==> src/rtl/rgbhsl_pkg.sv <==
// Package for the RGB to HSL converter: widths, hue sector codes and the divider step.
`timescale 1ns / 1ps

package rgbhsl_pkg;

  // Field widths of the pixel and of the result.
  localparam int CHAN_W = 8;
  localparam int HUE_W  = 15;
  localparam int SAT_W  = 16;
  localparam int LSUM_W = 9;

  // Width of the hue numerator, which stays below six times the channel difference.
  localparam int NUM_W = 11;

  // Conversion constants.
  localparam int CHAN_MAX      = 255;
  localparam int HUE_SCALE     = 60;
  localparam int HUE_DEG_FULL  = 360;
  localparam int HUE_WRAP_MUL  = 6;
  localparam int GREEN_OFS_MUL = 2;
  localparam int BLUE_OFS_MUL  = 4;
  localparam int SAT_FIELD_MAX = 65535;

  // Which channel holds the largest value.
  typedef enum logic [1:0] {
    SEC_RED,
    SEC_GREEN,
    SEC_BLUE
  } sector_e;

  // One restoring division step: shift the next dividend bit into the partial
  // remainder and subtract the divisor when it fits. Returns {remainder, quotient bit}.
  function automatic logic [CHAN_W:0] div_step(input logic [CHAN_W-1:0] rem,
                                               input logic              nb,
                                               input logic [CHAN_W-1:0] dvs);
    logic [CHAN_W:0] t;
    logic [CHAN_W:0] diff;
    t    = {rem, nb};
    diff = t - {1'b0, dvs};
    if (t >= {1'b0, dvs}) begin
      return {diff[CHAN_W-1:0], 1'b1};
    end else begin
      return {t[CHAN_W-1:0], 1'b0};
    end
  endfunction

endpackage

==> src/rtl/rgb_to_hsl.sv <==
// Pipelined RGB to HSL converter for pixels with 8-bit channels.
`timescale 1ns / 1ps

// Usage:
// An RGB pixel enters on the s_axis channel and leaves as HSL on m_axis.
// Hue is in units of 2^-HUE_FRAC_BITS degree in [0, 360), saturation is an
// unsigned fraction with SAT_FRAC_BITS fraction bits limited to 65535, and
// the lightness field is max + min channel (lightness = value / 510).
// A gray pixel gives hue 0 and saturation 0.
// Throughput is one item per clock unless the receiver stalls. Each item
// passes the front stages, the NS divider stages and the output register,
// where NS = max(clog2(360 * 2^HUE_FRAC_BITS), SAT_FRAC_BITS + 1) is the
// number of stages of the two restoring dividers, one quotient bit per stage.
// Four stages in front find the largest and smallest channel, the sector,
// the difference and the dividends.
// Reset clears all valid bits; no item is in flight afterwards.
// When the receiver stalls with a result waiting, the whole pipeline holds
// and s_axis_tready drops; no item is lost or repeated.
module rgb_to_hsl
  import rgbhsl_pkg::*;
#(
  parameter int HUE_FRAC_BITS = 6,
  parameter int SAT_FRAC_BITS = 16
) (
  input  logic        clk_i,
  input  logic        rst_ni,
  input  logic        s_axis_tvalid,
  output logic        s_axis_tready,
  input  logic [23:0] s_axis_tdata,   // red [7:0], green [15:8], blue [23:16]
  output logic        m_axis_tvalid,
  input  logic        m_axis_tready,
  output logic [39:0] m_axis_tdata    // hue [14:0], saturation [30:15], lightness_sum [39:31]
);

  // Divider sizing.
  localparam int HueQW  = $clog2(HUE_DEG_FULL << HUE_FRAC_BITS);
  localparam int SatQW  = SAT_FRAC_BITS + 1;
  localparam int NS     = (HueQW > SatQW) ? HueQW : SatQW;
  localparam int XW     = NS + CHAN_W;
  localparam int SatLimInt = (SAT_FRAC_BITS >= SAT_W) ? SAT_FIELD_MAX
                                                     : ((1 << SAT_FRAC_BITS) - 1);
  localparam logic [NS-1:0] SatLim = NS'(SatLimInt);

  // The whole pipeline moves when the output register is free or being taken.
  logic en;
  logic out_vld_q;
  assign en            = ~out_vld_q | m_axis_tready;
  assign s_axis_tready = en;

  // Stage 1: capture the pixel.
  logic              v1_q;
  logic [CHAN_W-1:0] r1_q, g1_q, b1_q;

  always_ff @(posedge clk_i or negedge rst_ni) begin
    if (!rst_ni) begin
      v1_q <= 1'b0;
    end else if (en) begin
      v1_q <= s_axis_tvalid;
    end
  end

  always_ff @(posedge clk_i) begin
    if (en) begin
      r1_q <= s_axis_tdata[7:0];
      g1_q <= s_axis_tdata[15:8];
      b1_q <= s_axis_tdata[23:16];
    end
  end

  // Stage 2: largest and smallest channel; red wins ties over green, green over blue.
  logic              v2_q;
  logic [CHAN_W-1:0] r2_q, g2_q, b2_q, mx2_q, mn2_q;
  sector_e           sec2_q;
  logic [CHAN_W-1:0] mx2_d, mn2_d;
  sector_e           sec2_d;

  always_comb begin
    priority if (r1_q >= g1_q && r1_q >= b1_q) begin
      sec2_d = SEC_RED;
      mx2_d  = r1_q;
    end else if (g1_q >= b1_q) begin
      sec2_d = SEC_GREEN;
      mx2_d  = g1_q;
    end else begin
      sec2_d = SEC_BLUE;
      mx2_d  = b1_q;
    end
    if (r1_q <= g1_q && r1_q <= b1_q) begin
      mn2_d = r1_q;
    end else if (g1_q <= b1_q) begin
      mn2_d = g1_q;
    end else begin
      mn2_d = b1_q;
    end
  end

  always_ff @(posedge clk_i or negedge rst_ni) begin
    if (!rst_ni) begin
      v2_q <= 1'b0;
    end else if (en) begin
      v2_q <= v1_q;
    end
  end

  always_ff @(posedge clk_i) begin
    if (en) begin
      r2_q   <= r1_q;
      g2_q   <= g1_q;
      b2_q   <= b1_q;
      mx2_q  <= mx2_d;
      mn2_q  <= mn2_d;
      sec2_q <= sec2_d;
    end
  end

  // Stage 3: difference, sum, saturation denominator and hue numerator.
  logic              v3_q, gray3_q;
  logic [LSUM_W-1:0] lsum3_q;
  logic [CHAN_W-1:0] d3_q, den3_q;
  logic [NUM_W-1:0]  n3_q;
  logic [CHAN_W-1:0] d3_d, den3_d;
  logic [LSUM_W-1:0] s3_d;
  logic [NUM_W-1:0]  n3_d;

  always_comb begin
    d3_d = mx2_q - mn2_q;
    s3_d = LSUM_W'(mx2_q) + LSUM_W'(mn2_q);
    // 255 - |s - 255|
    if (s3_d > LSUM_W'(CHAN_MAX)) begin
      den3_d = CHAN_W'(LSUM_W'(2 * CHAN_MAX) - s3_d);
    end else begin
      den3_d = s3_d[CHAN_W-1:0];
    end
    // Numerator in units of d; modular arithmetic gives the non-negative result.
    unique case (sec2_q)
      SEC_RED: begin
        if (g2_q >= b2_q) begin
          n3_d = NUM_W'(g2_q) - NUM_W'(b2_q);
        end else begin
          n3_d = NUM_W'(d3_d) * NUM_W'(HUE_WRAP_MUL) + NUM_W'(g2_q) - NUM_W'(b2_q);
        end
      end
      SEC_GREEN: n3_d = NUM_W'(d3_d) * NUM_W'(GREEN_OFS_MUL) + NUM_W'(b2_q) - NUM_W'(r2_q);
      SEC_BLUE:  n3_d = NUM_W'(d3_d) * NUM_W'(BLUE_OFS_MUL) + NUM_W'(r2_q) - NUM_W'(g2_q);
      default:   n3_d = '0;
    endcase
  end

  always_ff @(posedge clk_i or negedge rst_ni) begin
    if (!rst_ni) begin
      v3_q <= 1'b0;
    end else if (en) begin
      v3_q <= v2_q;
    end
  end

  always_ff @(posedge clk_i) begin
    if (en) begin
      gray3_q <= (d3_d == '0);
      lsum3_q <= s3_d;
      d3_q    <= d3_d;
      den3_q  <= den3_d;
      n3_q    <= n3_d;
    end
  end

  // Stage 4: dividends for hue (60 * N scaled) and saturation (d scaled).
  logic              v4_q, gray4_q;
  logic [LSUM_W-1:0] lsum4_q;
  logic [CHAN_W-1:0] d4_q, den4_q;
  logic [XW-1:0]     hdvd4_q, sdvd4_q;

  always_ff @(posedge clk_i or negedge rst_ni) begin
    if (!rst_ni) begin
      v4_q <= 1'b0;
    end else if (en) begin
      v4_q <= v3_q;
    end
  end

  always_ff @(posedge clk_i) begin
    if (en) begin
      gray4_q <= gray3_q;
      lsum4_q <= lsum3_q;
      d4_q    <= d3_q;
      den4_q  <= den3_q;
      hdvd4_q <= (XW'(n3_q) * XW'(HUE_SCALE)) << HUE_FRAC_BITS;
      sdvd4_q <= XW'(d3_q) << SAT_FRAC_BITS;
    end
  end

  // Division stages: each one produces one quotient bit of both dividers.
  // The partial remainder sits beside a shift register that feeds dividend bits
  // out at the top and takes quotient bits in at the bottom.
  logic              dv_q    [NS];
  logic              dgray_q [NS];
  logic [LSUM_W-1:0] dlsum_q [NS];
  logic [CHAN_W-1:0] dd_q    [NS];
  logic [CHAN_W-1:0] dden_q  [NS];
  logic [CHAN_W-1:0] hrem_q  [NS];
  logic [NS-1:0]     hx_q    [NS];
  logic [CHAN_W-1:0] srem_q  [NS];
  logic [NS-1:0]     sx_q    [NS];

  for (genvar k = 0; k < NS; k++) begin : g_div
    logic              v_src, gray_src;
    logic [LSUM_W-1:0] lsum_src;
    logic [CHAN_W-1:0] d_src, den_src, hrem_src, srem_src;
    logic [NS-1:0]     hx_src, sx_src;
    logic [CHAN_W:0]   hstep, sstep;

    if (k == 0) begin : g_first
      assign v_src    = v4_q;
      assign gray_src = gray4_q;
      assign lsum_src = lsum4_q;
      assign d_src    = d4_q;
      assign den_src  = den4_q;
      assign hrem_src = hdvd4_q[XW-1 -: CHAN_W];
      assign hx_src   = hdvd4_q[NS-1:0];
      assign srem_src = sdvd4_q[XW-1 -: CHAN_W];
      assign sx_src   = sdvd4_q[NS-1:0];
    end else begin : g_next
      assign v_src    = dv_q[k-1];
      assign gray_src = dgray_q[k-1];
      assign lsum_src = dlsum_q[k-1];
      assign d_src    = dd_q[k-1];
      assign den_src  = dden_q[k-1];
      assign hrem_src = hrem_q[k-1];
      assign hx_src   = hx_q[k-1];
      assign srem_src = srem_q[k-1];
      assign sx_src   = sx_q[k-1];
    end

    assign hstep = div_step(hrem_src, hx_src[NS-1], d_src);
    assign sstep = div_step(srem_src, sx_src[NS-1], den_src);

    always_ff @(posedge clk_i or negedge rst_ni) begin
      if (!rst_ni) begin
        dv_q[k] <= 1'b0;
      end else if (en) begin
        dv_q[k] <= v_src;
      end
    end

    always_ff @(posedge clk_i) begin
      if (en) begin
        dgray_q[k] <= gray_src;
        dlsum_q[k] <= lsum_src;
        dd_q[k]    <= d_src;
        dden_q[k]  <= den_src;
        hrem_q[k]  <= hstep[CHAN_W:1];
        hx_q[k]    <= {hx_src[NS-2:0], hstep[0]};
        srem_q[k]  <= sstep[CHAN_W:1];
        sx_q[k]    <= {sx_src[NS-2:0], sstep[0]};
      end
    end
  end

  // Output register: clamp saturation, zero a gray pixel.
  logic [HUE_W-1:0]  hue_q;
  logic [SAT_W-1:0]  sat_q;
  logic [LSUM_W-1:0] lsum_q;
  logic [NS-1:0]     sat_lim;

  assign sat_lim = (sx_q[NS-1] > SatLim) ? SatLim : sx_q[NS-1];

  always_ff @(posedge clk_i or negedge rst_ni) begin
    if (!rst_ni) begin
      out_vld_q <= 1'b0;
    end else if (en) begin
      out_vld_q <= dv_q[NS-1];
    end
  end

  always_ff @(posedge clk_i) begin
    if (en) begin
      lsum_q <= dlsum_q[NS-1];
      if (dgray_q[NS-1]) begin
        hue_q <= '0;
        sat_q <= '0;
      end else begin
        hue_q <= HUE_W'(hx_q[NS-1]);
        sat_q <= SAT_W'(sat_lim);
      end
    end
  end

  assign m_axis_tvalid = out_vld_q;
  assign m_axis_tdata  = {lsum_q, sat_q, hue_q};

endmodule
==> config.mk <==
export PLATFORM = sky130hd
export DESIGN_NAME = rgb_to_hsl
export DESIGN_NICKNAME = d
export VERILOG_FILES = /design/src/rtl/rgbhsl_pkg.sv /design/src/rtl/rgb_to_hsl.sv
export SDC_FILE = /design/constraint.sdc
export NUM_CORES = 2
export LEC_CHECK = 0
export BUFFER_PORTS_ARGS = -buffer_cell sky130_fd_sc_hd__buf_2
export CAP_MARGIN = 20
export CORE_AREA = 2 2 331 333
export DETAILED_ROUTE_END_ITERATION = 12
export DIE_AREA = 0 0 333 335
export PLACE_DENSITY = 0.68
export SETUP_SLACK_MARGIN = 0.05
export SLEW_MARGIN = 15
export SYNTH_ARGS = -nofsm -noshare
export SYNTH_HDL_FRONTEND = slang
export SYNTH_SLANG_ARGS = --single-unit
==> constraint.sdc <==
create_clock -name clk_i -period 25.6 [get_ports clk_i]
set_clock_uncertainty 0.1 [all_clocks]
set_input_delay 1.28 -clock clk_i [delete_from_list [all_inputs] [get_ports clk_i]]
set_output_delay 1.28 -clock clk_i [all_outputs]
set_load 0.01 [all_outputs]
After elaboration in Yosys (flattened, before gate mapping)
Memories as Yosys holds them, arrays and structs flattened. A register that Yosys moved wholly into a read port is not among the register bits.
Index checks and enable logic that the tools add are counted.

operators by class
  equality and inequality tests = 2
  reduce and logical (&&, ||, !) cells = 4
  $lt $le $gt $ge = 43
  multiplexer cells = 45
  add/subtract/negate cells = 44
  multipliers = 2
  bitwise gates (word level) = 2

operators by type and width
  operator                                                                           number
  9-bit 2-to-1 mux                                                                   34
  9-bit by 8-bit greater-or-equal comparator with 1-bit output                       32
  8-bit subtractor                                                                   34
  8-bit greater-or-equal comparator                                                  5
  8-bit 2-to-1 mux                                                                   5
  11-bit one-hot mux with 3 select lines                                             1
  8-bit <= comparator                                                                3
  11-bit by 8-bit subtractor with 11-bit output                                      2
  17-bit by 16-bit greater-than comparator with 1-bit output, second input constant  1
  16-bit 2-to-1 mux                                                                  1
  11-bit by 4-bit multiplier with 15-bit output, second input constant               1
  10-bit by 8-bit adder with 11-bit output                                           1
  11-bit by 8-bit adder with 11-bit output                                           1
  11-bit 2-to-1 mux                                                                  1
  10-bit by 8-bit subtractor with 11-bit output                                      1
  9-bit by 8-bit adder with 10-bit output                                            1
  8-bit by 2-bit multiplier with 10-bit output, second input constant                1
  8-bit by 8-bit adder with 9-bit output                                             1
  9-bit by 8-bit greater-than comparator with 1-bit output, second input constant    1
  8-bit by 8-bit subtractor with 9-bit output                                        1
  7-bit by 8-bit greater-or-equal comparator with 1-bit output                       1
  8-bit logical NOT                                                                  1
  7-bit by 8-bit subtractor with 8-bit output                                        1
  8-bit subtractor, first input constant                                             1
  8 further kinds                                                                    10

storage, ports and cells
  output and inout port bits = 42
  register bits after elaboration = 182
  logic and storage cells = 192
  bits of input ports = 28
  memories = 8
  memory bits (writable) = 1292

memories
  memory           words  bits a word  read ports  clocked after Yosys merged registers in  wr ports  RTL line           RTL
  hx_q             17     17           17          1                                        17        rgb_to_hsl.sv:201  logic [NS-1:0] hx_q [NS];
  sx_q             17     17           17          0                                        17        rgb_to_hsl.sv:203  logic [NS-1:0] sx_q [NS];
  dlsum_q          17     9            17          1                                        17        rgb_to_hsl.sv:197  logic [LSUM_W-1:0] dlsum_q [NS];
  dd_q             17     8            16          0                                        17        rgb_to_hsl.sv:198  logic [CHAN_W-1:0] dd_q [NS];
  dden_q           17     8            16          0                                        17        rgb_to_hsl.sv:199  logic [CHAN_W-1:0] dden_q [NS];
  hrem_q           17     8            16          0                                        17        rgb_to_hsl.sv:200  logic [CHAN_W-1:0] hrem_q [NS];
  2 more memories  --     --           --          --                                       --        --

Depth between registers and ports, before layout
  depth after elaboration = 6
  mapped depth = 23
  mapped depth without buffers = 23

Worst setup path before layout
No wires, ideal clock.

  path type = input -> register
  from = input port m_axis_tready
  to = register b1_q[0] (enable)
  path slack = 0.451 ns
  stages on the path = 4
  arrival = 23.575 ns
  buffers on the path = 2
  library setup time = 1.474 ns
  data required time = 24.026 ns
  cell sequence = nor2b_1 -> clkbuf_1 -> clkbuf_1 -> inv_1

between the ends
  longest elaborated chain between the ends = 1

RTL lines
  element               RTL line          RTL
  start, declared       rgb_to_hsl.sv:31  input logic m_axis_tready,
  1-bit bitwise OR      rgb_to_hsl.sv:47  assign en = ~out_vld_q | m_axis_tready;
  net s_axis_tready     rgb_to_hsl.sv:28  output logic s_axis_tready,
  end signal, assigned  rgb_to_hsl.sv:66  b1_q <= s_axis_tdata[23:16];
  end, declared         rgb_to_hsl.sv:52  logic [CHAN_W-1:0] r1_q, g1_q, b1_q;

The timed path passes the listed nets, and every way through them passes these cells.
A chain may end at the register's enable or synchronous reset.

Worst setup path after layout
  from = register mx2_q[1]
  to = register n3_q[10] (data pin)

between the ends
  longest elaborated chain between the ends = 6
  elaborated cells on any way between the ends = 10
  classes of those cells = 7 x add/sub; 1 x mul; 2 x mux

RTL lines
  element                                        RTL line           RTL
  start, declared                                rgb_to_hsl.sv:72   logic [CHAN_W-1:0] r2_q, g2_q, b2_q, mx2_q, mn2_q;
  start signal, assigned                         rgb_to_hsl.sv:110  mx2_q <= mx2_d;
  8-bit subtractor *                             rgb_to_hsl.sv:126  d3_d = mx2_q - mn2_q;
  net d3_d[3]                                    rgb_to_hsl.sv:121  logic [CHAN_W-1:0] d3_d, den3_d;
  8-bit by 2-bit multiplier with 10-bit output   rgb_to_hsl.sv:140  n3_d = NUM_W'(d3_d) * NUM_W'(HUE_WRAP_MUL) + NUM_W'(g2_q) - NUM_W'(b2_q);
  11-bit by 8-bit adder with 11-bit output       rgb_to_hsl.sv:140
  11-bit by 8-bit subtractor with 11-bit output  rgb_to_hsl.sv:140
  11-bit 2-to-1 mux                              rgb_to_hsl.sv:137  if (g2_q >= b2_q) begin
  11-bit one-hot mux with 3 select lines *       rgb_to_hsl.sv:135  unique case (sec2_q)
  net n3_d[10]                                   rgb_to_hsl.sv:123  logic [NUM_W-1:0] n3_d;
  end signal, assigned                           rgb_to_hsl.sv:163  n3_q <= n3_d;
  end, declared                                  rgb_to_hsl.sv:120  logic [NUM_W-1:0] n3_q;

Mark *: on every way through the listed nets, which the timed path passes. The rest lies on a longest branch.

==> reports/qor.yml <==
run_status:
  status: "complete, no violations"
die:
  dieHeight_microns: 335
  die-area_sq_um: 112000
  ios: 70
  start_util_pct: 49.6
  chipWidth_microns: 333
  core-area_sq_um: 108000
  rows: 121
cts:
  clk_pin_slew_ns: 0.06
  insertion_delay_ns: 0.70
  post_cts_buffers: 0
  cts.sinks: 1161
  cts_tree: "built"
  cts-root-buf: "clkbuf_16"
  hold_buffers: 0
  numCtsBuffers: 116
  htreeDepth: 3
  clock_path_buffers: 3
  cts_resized: 0
run:
  maxCapViolCount: 0
drt:
  drtIter0Drc: 1618
  drtAntennaViolNets: 0
  vias_per_cell: 5.11
  first_pass_iters: 5
  wl_per_cell_microns: 15.2
  drc: 0
  vias: 28477
  routed_wl_microns: 84600
timing:
  worstMarginPinSlew_ns: 1.06
  setup_slack_ns: 19.90
  maxSlewHeadroom_pct: 29.2
  rsz0062_at_grt: "false"
  maxSlewViolCount: 0
  finalHoldViolCount: 0
  setup_viol: 0
  fin_setup_tns_ns: 0
  fin_crit_sh_pct: 22.3
  fin_crit_ns: 5.70
  fmax_ghz: 0.176
global_route:
  overflow: 0
  grt_pass1_vias: 28339
  track_usage_pct: 15.3
  grt_first_pass_wirelength_microns: 139000
  antenna_found_initial: 0
  grt_max_degree: 194
critical_path:
  crit_fanout: 8
  critical_path_required_ns: 25.93
  worst-endpoint-arrival_ns: 6.02
  worstSetupEndpointType: "flop"
  start_kind: "flop"
  critical_path_class: "flop to flop"
logic_synthesis:
  ys.flop_type: "edfxtp_1"
  syn_area_sq_um: 53600
  synth_cell_types: 65
  synth_simple_gate_area_share_pct: 6.93
  synth-adder-area-share_pct: 11.7
  synth.mux.area_fraction_pct: 1.63
  synth_compound_area_share_pct: 7.72
  ys_ff_latch: 1161
  synth_fp_nets: 4369
  yosys.area.top_type: "edfxtp_1"
  synth_top_family_by_area: "adder cells"
  syn_inst: 3888
  synthArstFlopShare_pct: 1.89
  syn_area_per_cell_sq_um: 13.8
  yosys.area.top_type_share_pct: 63.8
  yosysMostFrequentCell: "edfxtp_1"
  synth_edf_count: 1139
  yosys_warnings: 0
  ys_seq_area_share_pct: 64.8
  netlist_top_cells_area: "edfxtp_1 (64%), ha_1 (8.7%), inv_1 (3.2%)"
  ys_top_cells_by_count: "edfxtp_1 (1139), inv_1 (454), ha_1 (375)"
  synth_xor_area_share_pct: 3.62
place:
  gp_congestion: 0.835
  hpwlAfterDp_microns: 59400
  post-place-ws_ns: 19.93
  io_buffers: 69
final_layout:
  multiInputGateArea_sq_um: 17000
  syn_to_final_growth_pct: 11.5
  final_layout_size_suffix_gt1_share_pct: 8.78
  regArea_sq_um: 34800
  finalNetCount: 4536
  antenna_cells: 0
  fill_cells: 8706
hold_path:
  min_path_type: "flop to flop"
sequential cells by signal, summed over array words and instances (netlist names), 9 cells and up:
name            cells
hx_q              156
hdvd4_q            15
lsum_q              9
g_div.v_src        17
sat_q              16
dlsum_q           142
dd_q              117
sx_q              153
hue_q              15
hrem_q            128
g_div.lsum_src      9
dden_q            118
lsum3_q             9
n3_q               11
dgray_q            17
srem_q            128
cells by family after synthesis:
family	after synthesis
flops	1161
fa+ha+maj	454
simple gates	779
compound gates	688
mux	80
xor+xnor	219
buf+inv	507
critical path, stage by stage, from the launching register on:
cell and delay, ns:
edfxtp_1 0.48, ha_1 0.35, nand2b_1 0.11, nand2_1 0.06
a21o_1 0.18, xor2_1 0.64, ha_1 0.39, a21oi_1 0.26
nor3_1 0.15, a211oi_4 0.32, xor2_1 0.13, fa_1 0.50
inv_1 0.04, ha_1 0.23, or3_1 0.37, o21ai_0 0.07
a21oi_1 0.09, a21o_1 0.22, a21oi_1 0.17, xor2_1 0.10
nor4bb_1 0.14, or3_1 0.35
cell usage in the layout, fill, tap and decap left out, types with 18 or more instances in the layout:
| master | synthesis | final |
|---|---|---|
| a211oi_1 | 33 | 33 |
| a21boi_0 | 61 | 61 |
| a21o_1 | 53 | 53 |
| a21oi_1 | 252 | 252 |
| a2bb2oi_1 | 30 | 25 |
| and2_1 | 24 | 24 |
| buf_2 | 0 | 69 |
| buf_4 | 0 | 21 |
| bufinv_16 | 0 | 18 |
| clkbuf_16 | 0 | 118 |
| clkinv_1 | 1 | 29 |
| clkinv_2 | 0 | 21 |
| dfrtp_1 | 22 | 22 |
| edfxtp_1 | 1139 | 1139 |
| fa_1 | 78 | 78 |
| ha_1 | 375 | 375 |
| inv_1 | 454 | 453 |
| mux2_2 | 60 | 60 |
| mux2i_1 | 20 | 20 |
| nand2_1 | 93 | 93 |
| nand2b_1 | 74 | 74 |
| nand3_1 | 27 | 27 |
| nand4_1 | 48 | 48 |
| nor2_1 | 340 | 340 |
| nor2b_1 | 101 | 100 |
| nor3_1 | 46 | 46 |
| o21a_1 | 18 | 18 |
| o21ai_0 | 193 | 193 |
| xnor2_1 | 163 | 163 |
| xor2_1 | 53 | 53 |
metrics by stage:
stage                     utilization [%]  cell area, sq um  std cells  hold slack, ns
final                                55.3             59800       5569           0.296
after global routing                 55.3             59800       5569           0.300
after CTS                            55.2             59700       5558           0.293
after detailed placement             51.5             55700       5340           0.305
after global placement               51.5             55700       5338           0.300
after floorplan                         -             53600       3888           0.300
cell type report:
| cell class | instances | area share, % |
|---|---|---|
| tap | 1414 | 2.96 |
| clock inverter | 88 | 1.65 |
| sequential | 1161 | 58.1 |
| timing repair buffer | 100 | 1.04 |
| multi-input combinational | 2220 | 28.4 |
| clock buffer | 130 | 5.01 |
| inverter | 456 | 2.87 |
layer usage:
layer | share of wire [%] | up-vias | GRT usage [%]
li1 | - | 14282 | -
met1 | 43 | 13636 | 18.7
met2 | 51 | 396 | 27.6
met3 | 3.2 | 163 | 2.44
met4 | 3.1 | 0 | 5.26
met5 | 0 | - | 0
worst paths after layout:
path,start,end,slack [ns],cells past startpoint
worst max-delay path,mx2_q[1],n3_q[10],19.90,21
worst min-delay path,hx_q[1][10],hx_q[2][11],0.30,0
worst max register to register,mx2_q[1],n3_q[10],19.90,21
worst min register to register,hx_q[1][10],hx_q[2][11],0.30,0
max in group asynchronous,rst_ni,v1_q,24.62,1
min in group asynchronous,rst_ni,m_axis_tvalid,0.45,1
Power is left out: the tool's default activity adds up to more than one toggle a clock period on the data nets, which glitch-free logic cannot reach.
